`src/rtl/itr_pkg.sv`:
```
// Shared types, constants and the digit-to-symbols function of the Roman numeral converter.
package itr_pkg;

  // Field widths.
  localparam int unsigned NumberWidth = 14;
  localparam int unsigned SymbolWidth = 8;
  localparam int unsigned ThouWidth   = 5;   // floor(16383 / 1000) = 16
  localparam int unsigned RemWidth    = 10;  // remainder below 1000
  localparam int unsigned TensWidth   = 7;   // remainder / 10, below 100
  localparam int unsigned DigitWidth  = 4;
  localparam int unsigned MaxChars    = 16;
  localparam int unsigned CountWidth  = 5;
  localparam int unsigned LineWidth   = MaxChars * SymbolWidth;
  localparam int unsigned GroupWidth  = 4 * SymbolWidth;

  // Reciprocal constants for division by 1000 and by 10. The shifts are chosen so
  // that the truncated product is exact over the whole input range.
  localparam int unsigned Recip1000 = 8389;
  localparam int unsigned Shift1000 = 23;
  localparam int unsigned Recip10   = 205;
  localparam int unsigned Shift10   = 11;
  localparam int unsigned Thousand  = 1000;
  localparam int unsigned Ten       = 10;

  // ASCII codes of the numeral symbols.
  localparam logic [SymbolWidth-1:0] CharM = 8'h4D;
  localparam logic [SymbolWidth-1:0] CharD = 8'h44;
  localparam logic [SymbolWidth-1:0] CharC = 8'h43;
  localparam logic [SymbolWidth-1:0] CharL = 8'h4C;
  localparam logic [SymbolWidth-1:0] CharX = 8'h58;
  localparam logic [SymbolWidth-1:0] CharV = 8'h56;
  localparam logic [SymbolWidth-1:0] CharI = 8'h49;

  // Decimal digits of one number, handed from the splitter to the emitter.
  typedef struct packed {
    logic [ThouWidth-1:0]  thou;
    logic [DigitWidth-1:0] hun;
    logic [DigitWidth-1:0] tens;
    logic [DigitWidth-1:0] ones;
  } digits_t;

  // Up to four symbols, first symbol in the low byte, unused bytes zero.
  typedef struct packed {
    logic [GroupWidth-1:0] chars;
    logic [2:0]            len;
  } group_t;

  // Symbols for one decimal digit with the given one, five and ten symbols.
  function automatic group_t digit_group(input logic [DigitWidth-1:0] digit,
                                         input logic [SymbolWidth-1:0] one,
                                         input logic [SymbolWidth-1:0] five,
                                         input logic [SymbolWidth-1:0] ten);
    group_t g;
    g.chars = '0;
    g.len   = 3'd0;
    case (digit)
      4'd1: begin g.chars = {24'h0, one};             g.len = 3'd1; end
      4'd2: begin g.chars = {16'h0, one, one};        g.len = 3'd2; end
      4'd3: begin g.chars = {8'h0, one, one, one};    g.len = 3'd3; end
      4'd4: begin g.chars = {16'h0, five, one};       g.len = 3'd2; end
      4'd5: begin g.chars = {24'h0, five};            g.len = 3'd1; end
      4'd6: begin g.chars = {16'h0, one, five};       g.len = 3'd2; end
      4'd7: begin g.chars = {8'h0, one, one, five};   g.len = 3'd3; end
      4'd8: begin g.chars = {one, one, one, five};    g.len = 3'd4; end
      4'd9: begin g.chars = {16'h0, ten, one};        g.len = 3'd2; end
      default: begin g.chars = '0;                    g.len = 3'd0; end
    endcase
    return g;
  endfunction

endpackage

```
`src/rtl/itr_split.sv`:
```
// Input register and three-stage pipeline that splits a number into decimal digits.
module itr_split (
  input  logic                                    clk,
  input  logic                                    rst,
  input  logic                                    advance,
  input  logic                                    in_valid,
  input  logic [itr_pkg::NumberWidth-1:0]         number,
  output logic                                    out_valid,
  output itr_pkg::digits_t                        digits
);

  localparam int unsigned P1Width = itr_pkg::NumberWidth + 14;
  localparam int unsigned P2Width = itr_pkg::RemWidth + 8;
  localparam int unsigned P3Width = itr_pkg::TensWidth + 8;

  // Stage registers.
  logic                                s0_valid;
  logic [itr_pkg::NumberWidth-1:0]     s0_number;
  logic                                s1_valid;
  logic [itr_pkg::ThouWidth-1:0]       s1_thou;
  logic [itr_pkg::RemWidth-1:0]        s1_rem;
  logic                                s2_valid;
  logic [itr_pkg::ThouWidth-1:0]       s2_thou;
  logic [itr_pkg::TensWidth-1:0]       s2_t;
  logic [itr_pkg::DigitWidth-1:0]      s2_ones;
  logic                                s3_valid;
  itr_pkg::digits_t                    s3_digits;

  // Stage logic.
  logic [P1Width-1:0]                  prod1;
  logic [itr_pkg::ThouWidth-1:0]       thou_next;
  logic [itr_pkg::NumberWidth-1:0]     rem_full;
  logic [P2Width-1:0]                  prod2;
  logic [itr_pkg::TensWidth-1:0]       t_next;
  logic [itr_pkg::RemWidth-1:0]        ones_full;
  logic [P3Width-1:0]                  prod3;
  logic [itr_pkg::DigitWidth-1:0]      hun_next;
  logic [itr_pkg::TensWidth-1:0]       tens_full;

  always_comb begin
    // Thousands digit and the remainder below 1000.
    prod1     = P1Width'(s0_number) * P1Width'(itr_pkg::Recip1000);
    thou_next = prod1[itr_pkg::Shift1000 +: itr_pkg::ThouWidth];
    rem_full  = s0_number - itr_pkg::NumberWidth'(thou_next)
                * itr_pkg::NumberWidth'(itr_pkg::Thousand);
    // Remainder over ten and the ones digit.
    prod2     = P2Width'(s1_rem) * P2Width'(itr_pkg::Recip10);
    t_next    = prod2[itr_pkg::Shift10 +: itr_pkg::TensWidth];
    ones_full = s1_rem - itr_pkg::RemWidth'(t_next) * itr_pkg::RemWidth'(itr_pkg::Ten);
    // Hundreds and tens digits.
    prod3     = P3Width'(s2_t) * P3Width'(itr_pkg::Recip10);
    hun_next  = prod3[itr_pkg::Shift10 +: itr_pkg::DigitWidth];
    tens_full = s2_t - itr_pkg::TensWidth'(hun_next) * itr_pkg::TensWidth'(itr_pkg::Ten);
  end

  // The stages move together whenever advance is high: the last stage is empty or the emitter can take it.
  always_ff @(posedge clk) begin
    if (rst) begin
      s0_valid <= 1'b0;
      s1_valid <= 1'b0;
      s2_valid <= 1'b0;
      s3_valid <= 1'b0;
    end else if (advance) begin
      s0_valid <= in_valid;
      s1_valid <= s0_valid;
      s2_valid <= s1_valid;
      s3_valid <= s2_valid;
    end
  end

  always_ff @(posedge clk) begin
    if (advance) begin
      s0_number      <= number;
      s1_thou        <= thou_next;
      s1_rem         <= rem_full[itr_pkg::RemWidth-1:0];
      s2_thou        <= s1_thou;
      s2_t           <= t_next;
      s2_ones        <= ones_full[itr_pkg::DigitWidth-1:0];
      s3_digits.thou <= s2_thou;
      s3_digits.hun  <= hun_next;
      s3_digits.tens <= tens_full[itr_pkg::DigitWidth-1:0];
      s3_digits.ones <= s2_ones;
    end
  end

  assign out_valid = s3_valid;
  assign digits    = s3_digits;

endmodule

```
`src/rtl/itr_emit.sv`:
```
// Builds the numeral from the digits and shifts it out one character per cycle.
module itr_emit (
  input  logic                            clk,
  input  logic                            rst,
  input  logic                            in_valid,
  input  itr_pkg::digits_t                digits,
  output logic                            take,
  output logic                            strobe,
  output logic [itr_pkg::SymbolWidth-1:0] symbol,
  output logic                            is_empty,
  output logic                            is_last
);

  localparam int unsigned ShiftWidth = itr_pkg::CountWidth + 3;

  logic                              active;
  logic [itr_pkg::LineWidth-1:0]     chars;
  logic [itr_pkg::CountWidth-1:0]    count;
  logic                              empty;

  itr_pkg::group_t                   gm;
  itr_pkg::group_t                   gh;
  itr_pkg::group_t                   gt;
  itr_pkg::group_t                   go;
  logic [itr_pkg::CountWidth-1:0]    off_t;
  logic [itr_pkg::CountWidth-1:0]    off_o;
  logic [itr_pkg::CountWidth-1:0]    total;
  logic [itr_pkg::LineWidth-1:0]     line_next;

  always_comb begin
    gm.chars = '0;
    gm.len   = 3'd0;
    case (digits.thou)
      5'd1: begin
        gm.chars = {24'h0, itr_pkg::CharM};
        gm.len   = 3'd1;
      end
      5'd2: begin
        gm.chars = {16'h0, itr_pkg::CharM, itr_pkg::CharM};
        gm.len   = 3'd2;
      end
      5'd3: begin
        gm.chars = {8'h0, itr_pkg::CharM, itr_pkg::CharM, itr_pkg::CharM};
        gm.len   = 3'd3;
      end
      5'd4: begin
        gm.chars = {itr_pkg::CharM, itr_pkg::CharM, itr_pkg::CharM, itr_pkg::CharM};
        gm.len   = 3'd4;
      end
      default: begin
        // Zero thousands, and thousands above four, give no M.
        gm.chars = '0;
        gm.len   = 3'd0;
      end
    endcase

    gh = itr_pkg::digit_group(digits.hun, itr_pkg::CharC, itr_pkg::CharD, itr_pkg::CharM);
    gt = itr_pkg::digit_group(digits.tens, itr_pkg::CharX, itr_pkg::CharL, itr_pkg::CharC);
    go = itr_pkg::digit_group(digits.ones, itr_pkg::CharI, itr_pkg::CharV, itr_pkg::CharX);

    off_t = itr_pkg::CountWidth'(gm.len) + itr_pkg::CountWidth'(gh.len);
    off_o = off_t + itr_pkg::CountWidth'(gt.len);
    total = off_o + itr_pkg::CountWidth'(go.len);

    line_next = itr_pkg::LineWidth'(gm.chars)
              | (itr_pkg::LineWidth'(gh.chars) << ShiftWidth'({gm.len, 3'b000}))
              | (itr_pkg::LineWidth'(gt.chars) << ShiftWidth'({off_t, 3'b000}))
              | (itr_pkg::LineWidth'(go.chars) << ShiftWidth'({off_o, 3'b000}));
  end

  // A new numeral loads when nothing is shown or the last character is shown now.
  assign take = !active || (count == itr_pkg::CountWidth'(1));

  always_ff @(posedge clk) begin
    if (rst) begin
      active <= 1'b0;
    end else if (take) begin
      active <= in_valid;
    end
  end

  always_ff @(posedge clk) begin
    if (take) begin
      if (in_valid) begin
        chars <= line_next;
        empty <= (total == '0);
        count <= (total == '0) ? itr_pkg::CountWidth'(1) : total;
      end
    end else begin
      chars <= chars >> itr_pkg::SymbolWidth;
      count <= count - itr_pkg::CountWidth'(1);
    end
  end

  assign strobe   = active;
  assign symbol   = chars[itr_pkg::SymbolWidth-1:0];
  assign is_empty = empty;
  assign is_last  = (count == itr_pkg::CountWidth'(1));

endmodule

```
`src/rtl/integer_to_roman_core.sv`:
```
// Top level of the integer to Roman numeral converter.
//
//   Channel  Direction  Handshake                 Payload
//   input    in         start high, busy low      number
//   result   out        strobe high, one cycle    symbol, is_empty, is_last
//
// A number transferred at a clock edge is split into digits over four register
// stages, and the emitter then loads it and puts its first character on the result ports.
// The emitter sends one character per cycle, so a number whose numeral has k
// characters (1 to 16, an empty numeral counting as one) holds the output for all k
// of them; that emitter sets the sustained rate, and short numerals follow every cycle.
// Reset is synchronous and clears all valid flags; no data is kept across it.
// The receiver cannot stall; busy rises only while the emitter is still sending a
// longer numeral and the last digit stage holds a number waiting behind it.
module integer_to_roman_core (
  input  logic                            clk,
  input  logic                            rst,
  input  logic                            start,
  output logic                            busy,
  input  logic [itr_pkg::NumberWidth-1:0] number,
  output logic                            strobe,
  output logic [itr_pkg::SymbolWidth-1:0] symbol,
  output logic                            is_empty,
  output logic                            is_last
);

  logic             split_valid;
  itr_pkg::digits_t split_digits;
  logic             take;
  logic             advance;

  // The digit pipeline moves when its last stage is empty or the emitter takes it.
  assign advance = !split_valid || take;
  assign busy    = !advance;

  itr_split u_split (
    .clk       (clk),
    .rst       (rst),
    .advance   (advance),
    .in_valid  (start),
    .number    (number),
    .out_valid (split_valid),
    .digits    (split_digits)
  );

  itr_emit u_emit (
    .clk      (clk),
    .rst      (rst),
    .in_valid (split_valid),
    .digits   (split_digits),
    .take     (take),
    .strobe   (strobe),
    .symbol   (symbol),
    .is_empty (is_empty),
    .is_last  (is_last)
  );

`ifndef SYNTH
  // An empty numeral is a single transfer on its own.
  a_empty_is_last: assert property (@(posedge clk) disable iff (rst)
    strobe && is_empty |-> is_last)
    else $error("empty numeral not marked last");

  // The characters of one numeral leave without a gap.
  a_no_gap: assert property (@(posedge clk) disable iff (rst)
    strobe && !is_last |=> strobe)
    else $error("gap inside a numeral");

  // The empty marker carries a zero symbol.
  a_empty_symbol: assert property (@(posedge clk) disable iff (rst)
    strobe && is_empty |-> symbol == '0)
    else $error("empty numeral with a nonzero symbol");

  // Backpressure only comes from an emitter that is busy sending.
  a_busy_emitting: assert property (@(posedge clk) disable iff (rst)
    busy |-> strobe && !is_last)
    else $error("busy without a numeral in progress");
`endif

endmodule

```
`config.mk`:
```
export PLATFORM = sky130hd
export DESIGN_NAME = integer_to_roman_core
export DESIGN_NICKNAME = d
export VERILOG_FILES = /design/src/rtl/itr_pkg.sv /design/src/rtl/itr_split.sv /design/src/rtl/itr_emit.sv /design/src/rtl/integer_to_roman_core.sv
export SDC_FILE = /design/constraint.sdc
export NUM_CORES = 1
export LEC_CHECK = 0
export BUFFER_PORTS_ARGS = -buffer_cell sky130_fd_sc_hd__buf_2
export CORE_MARGIN = 8
export CORE_UTILIZATION = 60
export DETAILED_ROUTE_END_ITERATION = 12
export PLACE_DENSITY_LB_ADDON = 0.25
export SYNTH_ARGS = -nofsm -noshare
export SYNTH_HDL_FRONTEND = slang
export SYNTH_SLANG_ARGS = --single-unit
```
`constraint.sdc`:
```
create_clock -name clk -period 18 [get_ports clk]
set_input_delay 1.8 -clock clk [delete_from_list [all_inputs] [get_ports clk]]
set_output_delay 1.8 -clock clk [all_outputs]
set_load 0.005 [all_outputs]
```
After elaboration in Yosys (flattened, before gate mapping)
Memories as Yosys holds them, arrays and structs flattened. A register that Yosys moved wholly into a read port is not among the register bits.
Index checks and enable logic that the tools add are counted.
Widths: inputs -> output; s select.

cells by class
  add/subtract/negate cells = 7
  $mul = 6
  equality and inequality tests = 6
  shift operators = 3
  mux-type cells = 9
  bitwise operators = 3
  reduce and logical (&&, ||, !) cells = 7

operator list
  operator                number
  $or 128x128->128        2
  $shl 32x8->128          2
  $mux 120                2
  $pmux 34 s4             1
  $or 31x128->128         1
  $shl 32x6->128          1
  $mul 14x14->28 const B  1
  $mul 10x8->18 const B   1
  $mul 7x8->15 const B    1
  $mux 5                  3
  $mux 4                  3
  $add 5x3->5             2
  $eq 5x1->1 const B      2
  $eq 5x2->1 const B      2
  $sub 10x10->10          1
  $sub 4x4->4             2
  $mul 5x7->7 const B     1
  $mul 7x3->3 const B     1
  $eq 5x3->1 const B      1
  $logic_not 5->1         1
  $sub 5x1->5 const B     1
  $add 3x3->4             1
  $mul 4x3->3 const B     1
  $logic_not 1->1         3
  3 further kinds         4

word-level totals
  flip-flop bits (word level) = 201
  bits in read-only memories = 928
  input port bits = 17
  output and inout bits = 12
  logic and storage cells = 63
  memories kept = 3

memory list
  memory           depth  width  read ports  clocked after Yosys merged registers in  wr ports  line           RTL
  (no name shown)  16     21     1           1                                        0         itr_pkg.sv:56  case (digit)
  (no name shown)  16     19     1           1                                        0         itr_pkg.sv:56
  (no name shown)  16     18     1           1                                        0         itr_pkg.sv:56

Longest topological paths before layout
  depth in word-level cells = 9
  mapped depth = 31
  depth with buffers taken out = 31

By module
A second synthesis with hierarchy kept.

second synthesis, totals
  cell total of the unflattened synthesis = 1576
  area total of the unflattened synthesis = 15328.5 um2

modules (own cells, without submodules)
  module                 instances  cells an instance  area an instance (um2)  seq. area each (um2)
  itr_emit               1          952                8237.9                  3022.9
  itr_split              1          622                7078.0                  1941.9
  integer_to_roman_core  1          2                  12.5                    0.0

Worst setup path before layout
No wires, ideal clock.

  kind = flip-flop to flip-flop
  start point = register u_split.s0_number[9] (netlist name)
  end point = register u_split.s1_rem[8] (netlist name), data pin
  setup time = 0.261 ns
  arrival = 7.252 ns
  required time = 17.739 ns
  setup slack = 10.487 ns
  cell stages (with the launch flop) = 27
  path buffers = 0
  clock period less this slack = 7.513 ns
  cells stage by stage = edfxtp_1 > ha_1 > ha_1 > ha_1 > fa_1 > fa_1 > ha_1 > ha_1 > a21o_1 > a221o_1 > a21oi_2 > o211ai_1 > a311o_1 > a31oi_1 > nor2_1 > xnor2_1 > ha_1 > inv_1 > fa_1 > fa_1 > inv_1 > ha_1 > xnor2_1 > ha_1 > mux2i_1 > o211ai_1 > a311o_1

between the ends
  longest elaborated chain between the ends = 3

RTL lines
  item                           line             RTL
  from (decl)                    itr_split.sv:18  logic [itr_pkg::NumberWidth-1:0] s0_number;
  from (signal assigned)         itr_split.sv:73  s0_number <= number;
  $mul 14x14->28                 itr_split.sv:42  prod1 = P1Width'(s0_number) * P1Width'(itr_pkg::Recip1000);
  via u_split.prod1[26]          itr_split.sv:30  logic [P1Width-1:0] prod1;
  $mul 5x7->7                    itr_split.sv:45  * itr_pkg::NumberWidth'(itr_pkg::Thousand);
  $sub 10x10->10                 itr_split.sv:44  rem_full = s0_number - itr_pkg::NumberWidth'(thou_next)
  via u_split.rem_full, one bit  itr_split.sv:32  logic [itr_pkg::NumberWidth-1:0] rem_full;
  to (signal assigned)           itr_split.sv:75  s1_rem <= rem_full[itr_pkg::RemWidth-1:0];
  to (decl)                      itr_split.sv:21  logic [itr_pkg::RemWidth-1:0] s1_rem;

The timed path passes the listed nets, and every way through them passes these cells.
A chain may end at the register's enable or synchronous reset.

Worst setup path after layout
Ends and elaborated chain as after synthesis.

==> results_dict.tcl <==
set metrics [dict create \
    achievable-frequency_ghz 0.1236 \
    post-cts-setup-buffers 0 \
    rsz0062_at_grt "no" \
    r2r_start "u_split.s0_number[9]$_DFFE_PN_" \
    wl_per_cell_um 20.22 \
    finalNetCount 1816 \
    synth.distinct_cells 73 \
    grt_use_total_pct 24.99 \
    slew_headroom_pct 25.79 \
    final_cell_mix "ha_1 (204), inv_1 (167), nor2_1 (165)" \
    avgSynthCellArea_um2 9.823 \
    ys_warn_count 0 \
    ff2ff_path_depth 26 \
    wl_um 38160 \
    worstSetupPathType "register to register" \
    antenna_left 0 \
    r2r_end "u_split.s1_rem[8]$_DFFE_PN_" \
    worstHoldStart "u_split.s2_thou[2]$_DFFE_PN_" \
    grt_start_max_net_pins 78 \
    max_cap_viol_count 0 \
    overflow 0 \
    r2r_slack_ns 9.91 \
    layout-drive-gt1-share_pct 6.362 \
    period_share_pct 44.94 \
    firstDrtPassIters 8 \
    critPathMaxFanout 7 \
    cpPeakStageDelay_ns 0.53 \
    cts_buffer_depth 3 \
    cts_buffers 23 \
    initial_core_util_pct 60.52 \
    min_period_ns 8.090 \
    syn_inst 1538 \
    dp.final_hpwl_um 28950 \
    crit_start "u_split.s0_number[9]$_DFFE_PN_" \
    hold_path.class "register to register" \
    ys_ff_latch 205 \
    die_h_um 174.7 \
    worst_pin_slew_ns 1.113 \
    holdPathStages 0 \
    clk_pin_slew_ns 0.06 \
    yosysSeqAreaShare_pct 37.63 \
    min_to "u_split.digits[14]$_DFFE_PN_" \
    required_ns 18.27 \
    drcViolationCount 0 \
    viasPerCell 6.182 \
    path_buf_inv 2 \
    cp_top_family "adder cells" \
    syn-cell-area_mm2 0.01511 \
    clkSinkCount 205 \
    cts.hold.buffers_added 0 \
    cp_slowest_cell "fa_1" \
    pin_count 29 \
    synthArstFlopShare_pct 0 \
    synth_edf_count 158 \
    clk_latency_ns 0.54 \
    cts-htree-levels 1 \
    design.core.area_mm2 0.02496 \
    grt_pass1_wl_um 61560 \
    end_kind "register" \
    finalMaxSlewViolations 0 \
    gp_congestion 0.9826 \
    setup_viol 0 \
    tritoncts "yes" \
    syn_to_final_growth_pct 7.776 \
    dp_cells 1845 \
    final.setup.tns_ns 0 \
    skew_ns 0.03218 \
    worstPathArrival_ns 8.36 \
    mostFrequentLayoutCell "ha_1" \
    first_global_vias 11810 \
    rows 58 \
    final.fill_count 2057 \
    ys.flop_type "edfxtp_1" \
    dieArea_mm2 0.03051 \
    placed_cell_area_mm2 0.01549 \
    cts-root-buf "clkbuf_16" \
    die_w_um 174.7 \
    stdcell_count 1887 \
    cp_common_cell "ha_1" \
    cp-start-kind "register" \
    drt-initial-drc-count 1159 \
    vias 11670 \
    antenna_found_initial 0 \
    cts.repair.resized 0 \
    status "completed" \
    hold_viol 0 \
    io_buffers 26 \
    final_cell_area_mm2 0.01628 \
]
## final cells by class
class                           instances  area (um^2)  area share [%]
Multi-Input combinational cell       1103         8533           52.41
Sequential cell                       205         5685           34.92
Clock buffer                           35        693.2           4.257
Inverter                              169        635.6           3.903
Tap cell                              330        412.9           2.536
Timing Repair Buffer                   38        220.2           1.352
Clock inverter                          6        100.1          0.6147
Antenna cell                            1        2.502         0.01537
## cell families (layout without fill, tap and decap cells)
kind of cell / Yosys count / count (layout) / share of synthesized area (%)
adders and majority gates: 259 / 259 / 24.18
muxes: 23 / 23 / 1.573
buffers and inverters: 231 / 248 / 6.062
AOI/OAI and AO/OA: 376 / 376 / 16.24
xor gates and xnor gates: 44 / 44 / 2.783
other: 1 / 3 / 0.02482
and+or+nand+nor: 399 / 399 / 11.50
DFF: 205 / 205 / 37.63
## worst max-delay path by stage
stage	to	slack, ns	cells past startpoint
after detailed placement	u_split.s1_rem[8]$_DFFE_PN_	9.93	28
after floorplan	u_split.s1_rem[8]$_DFFE_PN_	10.49	26
after global placement	u_split.s1_rem[8]$_DFFE_PN_	10.15	26
after CTS	u_split.s1_rem[8]$_DFFE_PN_	9.91	26
after global routing	u_split.s1_rem[8]$_DFFE_PN_	9.52	30
final	u_split.s1_rem[8]$_DFFE_PN_	9.91	26
## per-layer routing
metal	global-route usage, %	part of all wire (%)
met4	12.72	5.6
met5	0	0
met3	3.885	7.3
met2	42.96	48
met1	29.97	39
## synthesized netlist by cell type, drive strengths merged, types with 28 or more instances
master | n | area, um^2
xnor2 | 30 | 270.3
ha | 204 | 2552
nor2 | 165 | 619.3
o21ai | 97 | 489.2
a31oi | 28 | 187.7
clkbuf | 44 | 165.2
dfxtp | 47 | 940.9
nand2 | 129 | 484.2
o21a | 28 | 210.2
a21oi | 95 | 494.2
fa | 55 | 1101
inv | 168 | 630.6
edfxtp | 158 | 4745
## metrics by stage
stage	setup WS [ns]	hold slack, ns	utilization, %
2_1_floorplan	10.49	0.4003	-
3_3_place_gp	10.15	0.4011	62.04
3_5_place_dp	9.926	0.4079	62.04
4_1_cts	9.910	0.4087	65.22
5_1_grt	9.524	0.4296	65.22
6_report	9.910	0.4007	65.23
## worst reg2reg max path: stages, from the launching register on
cell and delay (ns):
edfxtp_1 0.52, ha_1 0.35, ha_1 0.29, ha_1 0.30, fa_1 0.51, fa_1 0.49, ha_1 0.31, ha_1 0.32
a21o_1 0.16, a221o_1 0.33, a21oi_2 0.20, o211ai_1 0.11, a311o_1 0.37, a31oi_1 0.31, nor2_1 0.11, nor2_1 0.31
ha_1 0.31, inv_1 0.08, fa_1 0.45, fa_1 0.53, inv_1 0.05, ha_1 0.31, xnor2_1 0.14, ha_1 0.42
mux2i_1 0.22, o211ai_1 0.10, a311o_1 0.27
## sequential cells by signal (all words and copies together) (netlist names), 7 cells and up
| register | flops |
|---|---|
| u_emit.gt | 12 |
| u_emit.chars | 96 |
| u_split.s0_number | 14 |
| u_split.s1_rem | 10 |
| u_emit.gh | 12 |
| u_emit.go | 12 |
| u_split.digits | 17 |
| u_split.s2_t | 7 |
Power is not shown: default switching activity piles up to over one toggle a cycle in this logic, so the estimate is an artifact.
